===== src/sv/pnr_pkg.sv =====
package pnr_pkg;

  localparam int DATA_W      = 32;
  localparam int WIDE_W      = 64;
  localparam int ITER_W      = 8;
  localparam int STAT_W      = 2;
  localparam int DEGCFG_W    = 3;
  localparam int TOL_W       = 31;
  localparam int CFG_IDX_W   = 3;
  localparam int CFG_DATA_W  = 32;

  localparam int MAX_DEGREE_DEF = 4;
  localparam int FRAC_BITS_DEF  = 16;

  localparam logic [DEGCFG_W-1:0] DEGREE_RST   = 3'd2;
  localparam logic [TOL_W-1:0]    TOLERANCE_RST = 31'd66;
  localparam logic [ITER_W-1:0]   MAX_ITER_RST  = 8'd50;

  typedef enum logic [CFG_IDX_W-1:0] {
    REG_COEF_0,
    REG_COEF_1,
    REG_COEF_2,
    REG_COEF_3,
    REG_COEF_4,
    REG_POLY_DEGREE,
    REG_TOLERANCE,
    REG_MAX_ITER
  } cfg_reg_t;

  typedef enum logic [STAT_W-1:0] {
    ST_CONVERGED  = 2'd0,
    ST_DERIV_ZERO = 2'd1,
    ST_LIMIT      = 2'd2
  } stop_status_t;

  typedef struct packed {
    logic                     start;
    logic signed [DATA_W-1:0] a;
    logic signed [DATA_W-1:0] b;
    logic signed [DATA_W-1:0] c;
  } mac_req_t;

  typedef struct packed {
    logic                     busy;
    logic                     done;
    logic signed [DATA_W-1:0] result;
  } mac_rsp_t;

  typedef struct packed {
    logic                     start;
    logic signed [DATA_W-1:0] num;
    logic signed [DATA_W-1:0] den;
  } div_req_t;

  typedef struct packed {
    logic                     busy;
    logic                     done;
    logic signed [DATA_W-1:0] quo;
  } div_rsp_t;

  function automatic logic signed [DATA_W-1:0] sat_to32(input logic signed [WIDE_W-1:0] v);
    logic signed [DATA_W-1:0] r;
    if (v > 64'sd2147483647) begin
      r = 32'sh7FFF_FFFF;
    end else if (v < -64'sd2147483648) begin
      r = 32'sh8000_0000;
    end else begin
      r = $signed(v[DATA_W-1:0]);
    end
    return r;
  endfunction

  function automatic logic [DATA_W-1:0] mag32(input logic signed [DATA_W-1:0] v);
    logic [DATA_W-1:0] r;
    r = v[DATA_W-1] ? (~v + 1'b1) : v;
    return r;
  endfunction

endpackage


===== src/sv/pnr_if.sv =====
interface pnr_in_if import pnr_pkg::*; ();
  logic                     valid;
  logic                     ready;
  logic signed [DATA_W-1:0] initial_guess;

  modport source (output valid, output initial_guess, input ready);
  modport sink   (input valid, input initial_guess, output ready);
endinterface

interface pnr_out_if import pnr_pkg::*; ();
  logic                     valid;
  logic                     ready;
  logic signed [DATA_W-1:0] root;
  logic [ITER_W-1:0]        iterations_done;
  logic [STAT_W-1:0]        stop_status;

  modport source (output valid, output root, output iterations_done, output stop_status,
                  input ready);
  modport sink   (input valid, input root, input iterations_done, input stop_status,
                  output ready);
endinterface

interface pnr_cfg_if import pnr_pkg::*; ();
  logic                  valid;
  logic                  ready;
  logic [CFG_IDX_W-1:0]  index;
  logic [CFG_DATA_W-1:0] data;

  modport source (output valid, output index, output data, input ready);
  modport sink   (input valid, input index, input data, output ready);
endinterface


===== src/sv/polynomial_newton_root.sv =====
// Newton-Raphson root search on a polynomial of degree up to MAX_DEGREE in signed
// fixed point with FRAC_BITS fraction bits. One guess is taken at a time and in_chan
// stays low until its request is finished. A single multiply-add unit evaluates
// p(x) and p'(x) by Horner steps, and a radix-2 divider forms the Newton step.
// Configuration writes are taken every cycle but must only be issued while idle.
module polynomial_newton_root import pnr_pkg::*; #(
  parameter int MAX_DEGREE = MAX_DEGREE_DEF,
  parameter int FRAC_BITS  = FRAC_BITS_DEF
) (
  input logic        clk,
  input logic        rst_n,
  pnr_in_if.sink     in_chan,
  pnr_out_if.source  out_chan,
  pnr_cfg_if.sink    cfg_chan
);

  localparam int DEG_W = $clog2(MAX_DEGREE + 1);

  typedef enum logic [3:0] {
    S_IDLE, S_CHECK, S_P_ISSUE, S_P_WAIT, S_D_ISSUE, S_D_WAIT,
    S_DIV_CHK, S_DIV_WAIT, S_UPDATE, S_DONE
  } state_t;

  logic signed [DATA_W-1:0] coef_r [MAX_DEGREE+1];
  logic [DEGCFG_W-1:0]      degree_r;
  logic [TOL_W-1:0]         tol_r;
  logic [ITER_W-1:0]        max_iter_r;
  cfg_reg_t                 cfg_idx;

  state_t                   state_r, state_nxt;
  logic signed [DATA_W-1:0] x_r, x_nxt;
  logic signed [DATA_W-1:0] acc_r, acc_nxt;
  logic signed [DATA_W-1:0] fx_r, fx_nxt;
  logic signed [DATA_W-1:0] h_r, h_nxt;
  logic [ITER_W-1:0]        iter_r, iter_nxt;
  logic [DEG_W-1:0]         k_r, k_nxt;
  logic [DEG_W-1:0]         deg_r, deg_nxt;
  logic                     out_valid_r, out_valid_nxt;
  logic signed [DATA_W-1:0] root_r, root_nxt;
  logic [ITER_W-1:0]        iter_out_r, iter_out_nxt;
  stop_status_t             stat_r, stat_nxt;
  stop_status_t             stat_out_r, stat_out_nxt;

  logic [DEG_W-1:0]           deg_use;
  logic [DEG_W-1:0]           rd_idx;
  logic signed [DATA_W-1:0]   coef_rd;
  logic signed [DATA_W+DEG_W:0] kprod;
  logic signed [DATA_W-1:0]   kcoef;
  logic signed [DATA_W:0]     diff;
  logic signed [DATA_W-1:0]   nx;
  logic signed [DATA_W:0]     stp;
  logic [DATA_W:0]            stp_abs;

  mac_req_t mac_req;
  mac_rsp_t mac_rsp;
  div_req_t div_req;
  div_rsp_t div_rsp;

  pnr_mac #(.FRAC_BITS(FRAC_BITS)) u_mac (
    .clk (clk),
    .rst_n (rst_n),
    .req (mac_req),
    .rsp (mac_rsp)
  );

  pnr_div #(.FRAC_BITS(FRAC_BITS)) u_div (
    .clk (clk),
    .rst_n (rst_n),
    .req (div_req),
    .rsp (div_rsp)
  );

  // configuration registers
  assign cfg_chan.ready = 1'b1;
  assign cfg_idx = cfg_reg_t'(cfg_chan.index);

  always_ff @(posedge clk) begin
    if (!rst_n) begin
      for (int i = 0; i <= MAX_DEGREE; i++) begin
        coef_r[i] <= '0;
      end
      degree_r   <= DEGREE_RST;
      tol_r      <= TOLERANCE_RST;
      max_iter_r <= MAX_ITER_RST;
    end else if (cfg_chan.valid) begin
      unique case (cfg_idx) inside
        [REG_COEF_0:REG_COEF_4]: begin
          for (int i = 0; i <= MAX_DEGREE; i++) begin
            if (cfg_chan.index == CFG_IDX_W'(i)) begin
              coef_r[i] <= $signed(cfg_chan.data);
            end
          end
        end
        REG_POLY_DEGREE: degree_r   <= cfg_chan.data[DEGCFG_W-1:0];
        REG_TOLERANCE:   tol_r      <= cfg_chan.data[TOL_W-1:0];
        REG_MAX_ITER:    max_iter_r <= cfg_chan.data[ITER_W-1:0];
        default: ;
      endcase
    end
  end

  assign deg_use = (degree_r > DEGCFG_W'(MAX_DEGREE)) ? DEG_W'(MAX_DEGREE)
                                                      : degree_r[DEG_W-1:0];

  // single coefficient read port
  always_comb begin
    unique case (state_r)
      S_P_ISSUE: rd_idx = k_r - 1'b1;
      S_D_ISSUE: rd_idx = k_r;
      default:   rd_idx = deg_r;
    endcase
    coef_rd = coef_r[rd_idx];
    kprod   = $signed({1'b0, rd_idx}) * coef_rd;
    kcoef   = sat_to32(WIDE_W'(kprod));
  end

  always_comb begin
    mac_req.start = (state_r == S_P_ISSUE) || (state_r == S_D_ISSUE);
    mac_req.a     = acc_r;
    mac_req.b     = x_r;
    mac_req.c     = (state_r == S_P_ISSUE) ? coef_rd : kcoef;
    div_req.start = (state_r == S_DIV_CHK) && (acc_r != '0);
    div_req.num   = fx_r;
    div_req.den   = acc_r;
  end

  // x' = sat(x - h), step measured exactly from the saturated x'
  always_comb begin
    diff    = {x_r[DATA_W-1], x_r} - {h_r[DATA_W-1], h_r};
    nx      = sat_to32(WIDE_W'(diff));
    stp     = {nx[DATA_W-1], nx} - {x_r[DATA_W-1], x_r};
    stp_abs = stp[DATA_W] ? (~stp + 1'b1) : stp;
  end

  always_comb begin
    state_nxt     = state_r;
    x_nxt         = x_r;
    acc_nxt       = acc_r;
    fx_nxt        = fx_r;
    h_nxt         = h_r;
    iter_nxt      = iter_r;
    k_nxt         = k_r;
    deg_nxt       = deg_r;
    root_nxt      = root_r;
    iter_out_nxt  = iter_out_r;
    stat_nxt      = stat_r;
    stat_out_nxt  = stat_out_r;
    out_valid_nxt = out_valid_r && !out_chan.ready;
    unique case (state_r)
      S_IDLE: begin
        if (in_chan.valid) begin
          x_nxt     = in_chan.initial_guess;
          iter_nxt  = '0;
          deg_nxt   = deg_use;
          state_nxt = S_CHECK;
        end
      end
      S_CHECK: begin
        if (iter_r >= max_iter_r) begin
          stat_nxt  = ST_LIMIT;
          state_nxt = S_DONE;
        end else if (deg_r == '0) begin
          stat_nxt  = ST_DERIV_ZERO;
          state_nxt = S_DONE;
        end else begin
          acc_nxt   = coef_rd;
          k_nxt     = deg_r;
          state_nxt = S_P_ISSUE;
        end
      end
      S_P_ISSUE: state_nxt = S_P_WAIT;
      S_P_WAIT: begin
        if (mac_rsp.done) begin
          if (k_r == DEG_W'(1)) begin
            fx_nxt  = mac_rsp.result;
            acc_nxt = kcoef;
            k_nxt   = deg_r - 1'b1;
            state_nxt = (deg_r == DEG_W'(1)) ? S_DIV_CHK : S_D_ISSUE;
          end else begin
            acc_nxt   = mac_rsp.result;
            k_nxt     = k_r - 1'b1;
            state_nxt = S_P_ISSUE;
          end
        end
      end
      S_D_ISSUE: state_nxt = S_D_WAIT;
      S_D_WAIT: begin
        if (mac_rsp.done) begin
          acc_nxt = mac_rsp.result;
          if (k_r == DEG_W'(1)) begin
            state_nxt = S_DIV_CHK;
          end else begin
            k_nxt     = k_r - 1'b1;
            state_nxt = S_D_ISSUE;
          end
        end
      end
      S_DIV_CHK: begin
        if (acc_r == '0) begin
          stat_nxt  = ST_DERIV_ZERO;
          state_nxt = S_DONE;
        end else begin
          state_nxt = S_DIV_WAIT;
        end
      end
      S_DIV_WAIT: begin
        if (div_rsp.done) begin
          h_nxt     = div_rsp.quo;
          state_nxt = S_UPDATE;
        end
      end
      S_UPDATE: begin
        x_nxt    = nx;
        iter_nxt = iter_r + 1'b1;
        if (stp_abs < {2'b00, tol_r}) begin
          stat_nxt  = ST_CONVERGED;
          state_nxt = S_DONE;
        end else begin
          state_nxt = S_CHECK;
        end
      end
      S_DONE: begin
        if (!out_valid_r || out_chan.ready) begin
          out_valid_nxt = 1'b1;
          root_nxt      = x_r;
          iter_out_nxt  = iter_r;
          stat_out_nxt  = stat_r;
          state_nxt     = S_IDLE;
        end
      end
      default: state_nxt = S_IDLE;
    endcase
  end

  always_ff @(posedge clk) begin
    if (!rst_n) begin
      state_r     <= S_IDLE;
      out_valid_r <= 1'b0;
    end else begin
      state_r     <= state_nxt;
      out_valid_r <= out_valid_nxt;
    end
    x_r        <= x_nxt;
    acc_r      <= acc_nxt;
    fx_r       <= fx_nxt;
    h_r        <= h_nxt;
    iter_r     <= iter_nxt;
    k_r        <= k_nxt;
    deg_r      <= deg_nxt;
    root_r     <= root_nxt;
    iter_out_r <= iter_out_nxt;
    stat_r     <= stat_nxt;
    stat_out_r <= stat_out_nxt;
  end

  assign in_chan.ready            = (state_r == S_IDLE);
  assign out_chan.valid           = out_valid_r;
  assign out_chan.root            = root_r;
  assign out_chan.iterations_done = iter_out_r;
  assign out_chan.stop_status     = stat_out_r;

  a_units_exclusive: assert property (@(posedge clk) disable iff (!rst_n)
    !(mac_rsp.busy && div_rsp.busy))
    else $error("multiply unit and divider active together");

  a_div_nonzero: assert property (@(posedge clk) disable iff (!rst_n)
    div_req.start |-> (div_req.den != '0))
    else $error("division started with zero derivative");

  a_conv_counts: assert property (@(posedge clk) disable iff (!rst_n)
    (out_chan.valid && (out_chan.stop_status == ST_CONVERGED)) |->
      (out_chan.iterations_done != '0))
    else $error("converged request reports no completed step");

endmodule


===== src/sv/pnr_mac.sv =====
module pnr_mac import pnr_pkg::*; #(
  parameter int FRAC_BITS = FRAC_BITS_DEF
) (
  input  logic     clk,
  input  logic     rst_n,
  input  mac_req_t req,
  output mac_rsp_t rsp
);

  logic                     v1_r;
  logic                     done_r;
  logic signed [WIDE_W-1:0] prod_r;
  logic signed [DATA_W-1:0] c_r;
  logic signed [DATA_W-1:0] res_r;

  logic signed [WIDE_W-1:0] shifted;
  logic signed [DATA_W-1:0] prod_sat;
  logic signed [DATA_W:0]   sum;

  // floor rounding of the product, then saturate, add, saturate
  always_comb begin
    shifted  = prod_r >>> FRAC_BITS;
    prod_sat = sat_to32(shifted);
    sum      = {prod_sat[DATA_W-1], prod_sat} + {c_r[DATA_W-1], c_r};
  end

  always_ff @(posedge clk) begin
    if (!rst_n) begin
      v1_r   <= 1'b0;
      done_r <= 1'b0;
    end else begin
      v1_r   <= req.start;
      done_r <= v1_r;
    end
    if (req.start) begin
      prod_r <= WIDE_W'(req.a) * WIDE_W'(req.b);
      c_r    <= req.c;
    end
    if (v1_r) begin
      res_r <= sat_to32(WIDE_W'(sum));
    end
  end

  assign rsp.busy   = v1_r;
  assign rsp.done   = done_r;
  assign rsp.result = res_r;

endmodule


===== src/sv/pnr_div.sv =====
module pnr_div import pnr_pkg::*; #(
  parameter int FRAC_BITS = FRAC_BITS_DEF
) (
  input  logic     clk,
  input  logic     rst_n,
  input  div_req_t req,
  output div_rsp_t rsp
);

  localparam int NUM_W = DATA_W + FRAC_BITS;
  localparam int CNT_W = $clog2(NUM_W);

  typedef enum logic [1:0] {D_IDLE, D_RUN, D_FIN} dstate_t;

  dstate_t                  state_r, state_nxt;
  logic [DATA_W:0]          rem_r, rem_nxt;
  logic [NUM_W-1:0]         quo_r, quo_nxt;
  logic [DATA_W-1:0]        den_r, den_nxt;
  logic                     neg_r, neg_nxt;
  logic [CNT_W-1:0]         cnt_r, cnt_nxt;
  logic                     done_r, done_nxt;
  logic signed [DATA_W-1:0] res_r, res_nxt;

  logic [DATA_W:0]          trial;
  logic                     ge;
  logic                     hi_any;

  always_comb begin
    state_nxt = state_r;
    rem_nxt   = rem_r;
    quo_nxt   = quo_r;
    den_nxt   = den_r;
    neg_nxt   = neg_r;
    cnt_nxt   = cnt_r;
    done_nxt  = 1'b0;
    res_nxt   = res_r;
    trial     = {rem_r[DATA_W-1:0], quo_r[NUM_W-1]};
    ge        = trial >= {1'b0, den_r};
    hi_any    = |quo_r[NUM_W-1:DATA_W];
    unique case (state_r)
      D_IDLE: begin
        if (req.start) begin
          rem_nxt   = '0;
          quo_nxt   = {mag32(req.num), {FRAC_BITS{1'b0}}};
          den_nxt   = mag32(req.den);
          neg_nxt   = req.num[DATA_W-1] ^ req.den[DATA_W-1];
          cnt_nxt   = CNT_W'(NUM_W - 1);
          state_nxt = D_RUN;
        end
      end
      D_RUN: begin
        rem_nxt = ge ? (trial - {1'b0, den_r}) : trial;
        quo_nxt = {quo_r[NUM_W-2:0], ge};
        if (cnt_r == '0) begin
          state_nxt = D_FIN;
        end else begin
          cnt_nxt = cnt_r - 1'b1;
        end
      end
      D_FIN: begin
        if (neg_r) begin
          if (hi_any || (quo_r[DATA_W-1] && |quo_r[DATA_W-2:0])) begin
            res_nxt = 32'sh8000_0000;
          end else begin
            res_nxt = $signed(~quo_r[DATA_W-1:0] + 1'b1);
          end
        end else begin
          if (hi_any || quo_r[DATA_W-1]) begin
            res_nxt = 32'sh7FFF_FFFF;
          end else begin
            res_nxt = $signed(quo_r[DATA_W-1:0]);
          end
        end
        done_nxt  = 1'b1;
        state_nxt = D_IDLE;
      end
      default: state_nxt = D_IDLE;
    endcase
  end

  always_ff @(posedge clk) begin
    if (!rst_n) begin
      state_r <= D_IDLE;
      done_r  <= 1'b0;
    end else begin
      state_r <= state_nxt;
      done_r  <= done_nxt;
    end
    rem_r <= rem_nxt;
    quo_r <= quo_nxt;
    den_r <= den_nxt;
    neg_r <= neg_nxt;
    cnt_r <= cnt_nxt;
    res_r <= res_nxt;
  end

  assign rsp.busy = (state_r != D_IDLE);
  assign rsp.done = done_r;
  assign rsp.quo  = res_r;

endmodule

===== src/flat_wrapper.sv =====
// flat-port wrapper written by rule: the top's interface ports become plain ports
module polynomial_newton_root_flat import pnr_pkg::*;
#(
  parameter int MAX_DEGREE = MAX_DEGREE_DEF,
  parameter int FRAC_BITS  = FRAC_BITS_DEF
)
  (clk, rst_n, in_chan_valid, in_chan_initial_guess, in_chan_ready, out_chan_valid, out_chan_root, out_chan_iterations_done, out_chan_stop_status, out_chan_ready, cfg_chan_valid, cfg_chan_index, cfg_chan_data, cfg_chan_ready);
  pnr_in_if in_chan_i ();
  pnr_out_if out_chan_i ();
  pnr_cfg_if cfg_chan_i ();
  input logic clk;
  input logic rst_n;
  input wire logic [$bits(in_chan_i.valid)-1:0] in_chan_valid;
  input wire logic [$bits(in_chan_i.initial_guess)-1:0] in_chan_initial_guess;
  output wire logic [$bits(in_chan_i.ready)-1:0] in_chan_ready;
  output wire logic [$bits(out_chan_i.valid)-1:0] out_chan_valid;
  output wire logic [$bits(out_chan_i.root)-1:0] out_chan_root;
  output wire logic [$bits(out_chan_i.iterations_done)-1:0] out_chan_iterations_done;
  output wire logic [$bits(out_chan_i.stop_status)-1:0] out_chan_stop_status;
  input wire logic [$bits(out_chan_i.ready)-1:0] out_chan_ready;
  input wire logic [$bits(cfg_chan_i.valid)-1:0] cfg_chan_valid;
  input wire logic [$bits(cfg_chan_i.index)-1:0] cfg_chan_index;
  input wire logic [$bits(cfg_chan_i.data)-1:0] cfg_chan_data;
  output wire logic [$bits(cfg_chan_i.ready)-1:0] cfg_chan_ready;
  assign in_chan_i.valid = in_chan_valid;
  assign in_chan_i.initial_guess = in_chan_initial_guess;
  assign in_chan_ready = in_chan_i.ready;
  assign out_chan_valid = out_chan_i.valid;
  assign out_chan_root = out_chan_i.root;
  assign out_chan_iterations_done = out_chan_i.iterations_done;
  assign out_chan_stop_status = out_chan_i.stop_status;
  assign out_chan_i.ready = out_chan_ready;
  assign cfg_chan_i.valid = cfg_chan_valid;
  assign cfg_chan_i.index = cfg_chan_index;
  assign cfg_chan_i.data = cfg_chan_data;
  assign cfg_chan_ready = cfg_chan_i.ready;
  polynomial_newton_root #(.MAX_DEGREE(MAX_DEGREE), .FRAC_BITS(FRAC_BITS)) u_core (.clk(clk), .rst_n(rst_n), .in_chan(in_chan_i), .out_chan(out_chan_i), .cfg_chan(cfg_chan_i));
endmodule

===== config.mk =====
export PLATFORM = sky130hd
export DESIGN_NAME = polynomial_newton_root_flat
export DESIGN_NICKNAME = d
export VERILOG_FILES = /design/src/sv/pnr_pkg.sv /design/src/sv/pnr_if.sv /design/src/sv/polynomial_newton_root.sv /design/src/sv/pnr_mac.sv /design/src/sv/pnr_div.sv /design/src/flat_wrapper.sv
export SDC_FILE = /design/constraint.sdc
export NUM_CORES = 2
export LEC_CHECK = 0
export BUFFER_PORTS_ARGS = -buffer_cell sky130_fd_sc_hd__buf_2
export CORE_MARGIN = 2
export CORE_UTILIZATION = 59
export CTS_CLUSTER_DIAMETER = 80
export DETAILED_ROUTE_END_ITERATION = 8
export GPL_TIMING_DRIVEN = 0
export MAX_ROUTING_LAYER = met4
export PLACE_DENSITY = 0.71
export SYNTH_ARGS = -nofsm -noshare
export SYNTH_HDL_FRONTEND = slang
export SYNTH_SLANG_ARGS = --single-unit

===== constraint.sdc =====
create_clock -name clk -period 19 [get_ports clk]
set_input_delay 1.9 -clock clk [delete_from_list [all_inputs] [get_ports clk]]
set_output_delay 1.9 -clock clk [all_outputs]
set_load 0.1 [all_outputs]

==> run summary <==
* total global routing overflow: 0
* Distinct cells, synth: 90
* count of yosys warnings during synthesis: 0
* I/O pin count: 117
* average vias per placed instance: 6.02
* register containing the most flip-flops in the final layout: u_core.coef_r
* initial core utilization: 0.596
* number of buffers created by CTS: 75
* Synth Flop Type: sky130_fd_sc_hd__edfxtp_1
* Avg WL per Cell: 27.0 µm
* Final Routed Wirelength: 261000 µm
* type of origin of the critical path: register
* synthesized area: 75100 µm²
* most repeated cell in the gate-level netlist after synthesis: sky130_fd_sc_hd__inv_1
* die outline area: 130000 µm²
* highest attainable clock frequency: 0.0825 GHz
* CTS root buf: sky130_fd_sc_hd__clkbuf_16
* final period utilization: 0.638
* global-route wire length before repair: 384000 µm
* worst stage delay on the critical path: 930 ps
* setup_tns: 0 ps
* violated checks: max-capacitance violations, max-slew violations
* cell accounting for the most synthesized area: sky130_fd_sc_hd__fa_1
* WS Path Type: reg -> reg
* dpl ws: 7140 ps
* PortBufs: 114
* fraction of final layout cells sized beyond drive strength 1: 0.0511
* Hold Path Origin: u_core.stat_r[0]
* register clock-pin slew on the reported worst setup and hold paths: 60 ps
* Final Hold Fails: 0
* Placer Congestion: 1.06
* setup slack of the critical path after layout: 6870 ps
* Longest Clk Path Bufs: 3
* FF-to-FF Start: u_core.acc_r[31]
* Crit Reg-Reg Endpoint: u_core.u_mac.prod_r[63]
* most numerous cell on the critical path: sky130_fd_sc_hd__fa_1
* via count of the first global-routing pass: 57600
* overall via count from detail_route: 58400
* standard cell core area: 126000 µm²
* number of placement rows: 130
* clk_lat worst skew: 730 ps
* average cell area after synthesis: 9.70 µm²
* Rel. slew slack: -0.0836
* clock sink count: 661
* destination of the critical timing path: u_core.u_mac.prod_r[63]
* start point of the critical path: u_core.acc_r[31]
* result of the run: complete, but fails checks
* hold buffer count at CTS: 0
* length of the first detailed-routing pass in iterations: 6
* endpoint type of the worst setup path: register
* clock period minus worst slack: 12130 ps
* Least-Margin Pin Slew: 1630 ps
* total DRC errors in the routed layout: 0
* Largest register FFs: 160
* arrival time at the worst endpoint: 12590 ps
* number of synthesized flops with an enable pin: 609
* synthesis-stage register bit count: 661
* part of the Yosys area used for sequential elements: 0.257
* largest registers: u_core.coef_r x160, u_core.u_div.quo_r x48, u_core.u_mac.prod_r x48
* synthesized netlist cell count: 7744
* skew final: 68.0 ps
* signed area change from the synthesized netlist to the final layout: 7.82%
* number of antenna violations at the first check in global routing: 28
* leading cell types by count after synthesis: sky130_fd_sc_hd__inv_1 (1516), sky130_fd_sc_hd__fa_1 (1117), sky130_fd_sc_hd__nand2_1 (1110), sky130_fd_sc_hd__edfxtp_1 (609), sky130_fd_sc_hd__ha_1 (427)
* final net count: 9574
* highest-delay cell along the critical path: sky130_fd_sc_hd__clkbuf_1
* asr flop ratio synth: 0
* Chip Width: 361 µm
* buffer count from post-CTS setup fixing: 0
* proportion of netlist area held by the largest area contributor: 0.298
* total number of H-tree levels: 3
* final setup fails: 0
* max-capacitance violation count: 1
* pin count of the biggest net entering global routing: 64
* die boundary height: 361 µm
* data required time of the worst path: 19460 ps
* CTS tree: built
* reg-to-reg setup timing slack: 6870 ps
* Critical Path Fanout Max: 11
* type of the most critical hold path: reg -> reg
* worst reg2reg path depth: 29
* Post-CTS Resized: 0
* RSZ-0062 raised after global routing: no
* remaining antenna violation count: 0
* pins over their slew limit: 10
* Tot GR Track Use: 0.422
* largest cells by area after synthesis: sky130_fd_sc_hd__fa_1 (30%), sky130_fd_sc_hd__edfxtp_1 (24%), sky130_fd_sc_hd__inv_1 (7.6%)
* drt first-iter violations: 6333
* number of nets in the synthesized netlist: 9360
* post-detail-place hpwl: 216000 µm
## worst min path at each step
stage | endpoint | slack, ps | cells after the start
2_1_floorplan | u_core.h_r[0] | 400 | 0
4_1_cts | u_core.out_chan.stop_status[0] | 430 | 0
3_5_place_dp | u_core.out_chan.stop_status[1] | 410 | 0
5_1_grt | u_core.out_chan.stop_status[1] | 440 | 0
6_report | u_core.out_chan.stop_status[0] | 420 | 0
3_3_place_gp | u_core.out_chan.stop_status[0] | 400 | 0
## routing by layer
layer | track usage | up-vias | wire (µm)
met2 | 0.591 | 3371 | 110000
met5 | - | - | 0
met4 | 0.177 | 0 | 13400
met1 | 0.573 | 29300 | 105000
li1 | - | 25200 | -
met3 | 0.125 | 556 | 33000
## layout by cell type, fill, tap and decap left out, drive strengths merged, types with 34 or more instances in the layout
cell	n
xnor2	180
a21o	103
nor3	56
o21a	34
clkbuf	418
and2	261
nor2b	73
ha	427
inv	1525
nand3	56
o21ai	258
or3	46
a21oi	353
edfxtp	609
xor2	105
buf	164
mux2i	66
fa	1117
or2	48
nor2	297
o31ai	47
dfxtp	52
nand2b	76
and3	42
nand2	1110
## critical path: cells and delay by family (launching register included)
family | cells | cell delay [ps]
AO/OA/AOI/OAI | 9 | 3550
XOR/XNOR | 1 | 100
adder cells (fa/ha/maj) | 9 | 4750
buffers and inverters | 8 | 2570
flip-flops | 1 | 410
AND/OR/NAND/NOR | 2 | 410
## logic make-up (layout without fill, tap and decap cells)
logic type	after synthesis	count (layout)	share of synthesized area
flip-flops	661	661	0.257
other	1	31	0.0000499
AO/OA/AOI/OAI	1064	1064	0.0884
adder cells (fa/ha/maj)	1555	1555	0.370
buffers and inverters	1879	2154	0.0941
AND/OR/NAND/NOR	2175	2175	0.134
multiplexers	124	124	0.0223
XOR/XNOR	285	285	0.0332
## stage by stage
stage                     cell area, µm²  hold slack, ps  cells  utilization
after global placement             77800             402   9508        0.617
after floorplan                    75100             400   7744            -
after CTS                          80900             425   9667        0.642
after detailed placement           78300             413   9529        0.621
final                              81000             424   9699        0.643
after global routing               81000             440   9687        0.642
## final cells by class
cell class / count / area [µm²]
Antenna cell: 30 / 75.1
Buffer: 361 / 1370
Clock buffer: 84 / 1920
Clock inverter: 54 / 701
Fill cell: 10500 / 45000
Inverter: 1518 / 5700
Multi-Input combinational cell: 5204 / 48900
Sequential cell: 661 / 19300
Tap cell: 1650 / 2060
Timing Repair Buffer: 137 / 983
Power is left out: the tool's default activity adds up to more than one toggle a clock period on the data nets, which glitch-free logic cannot reach.
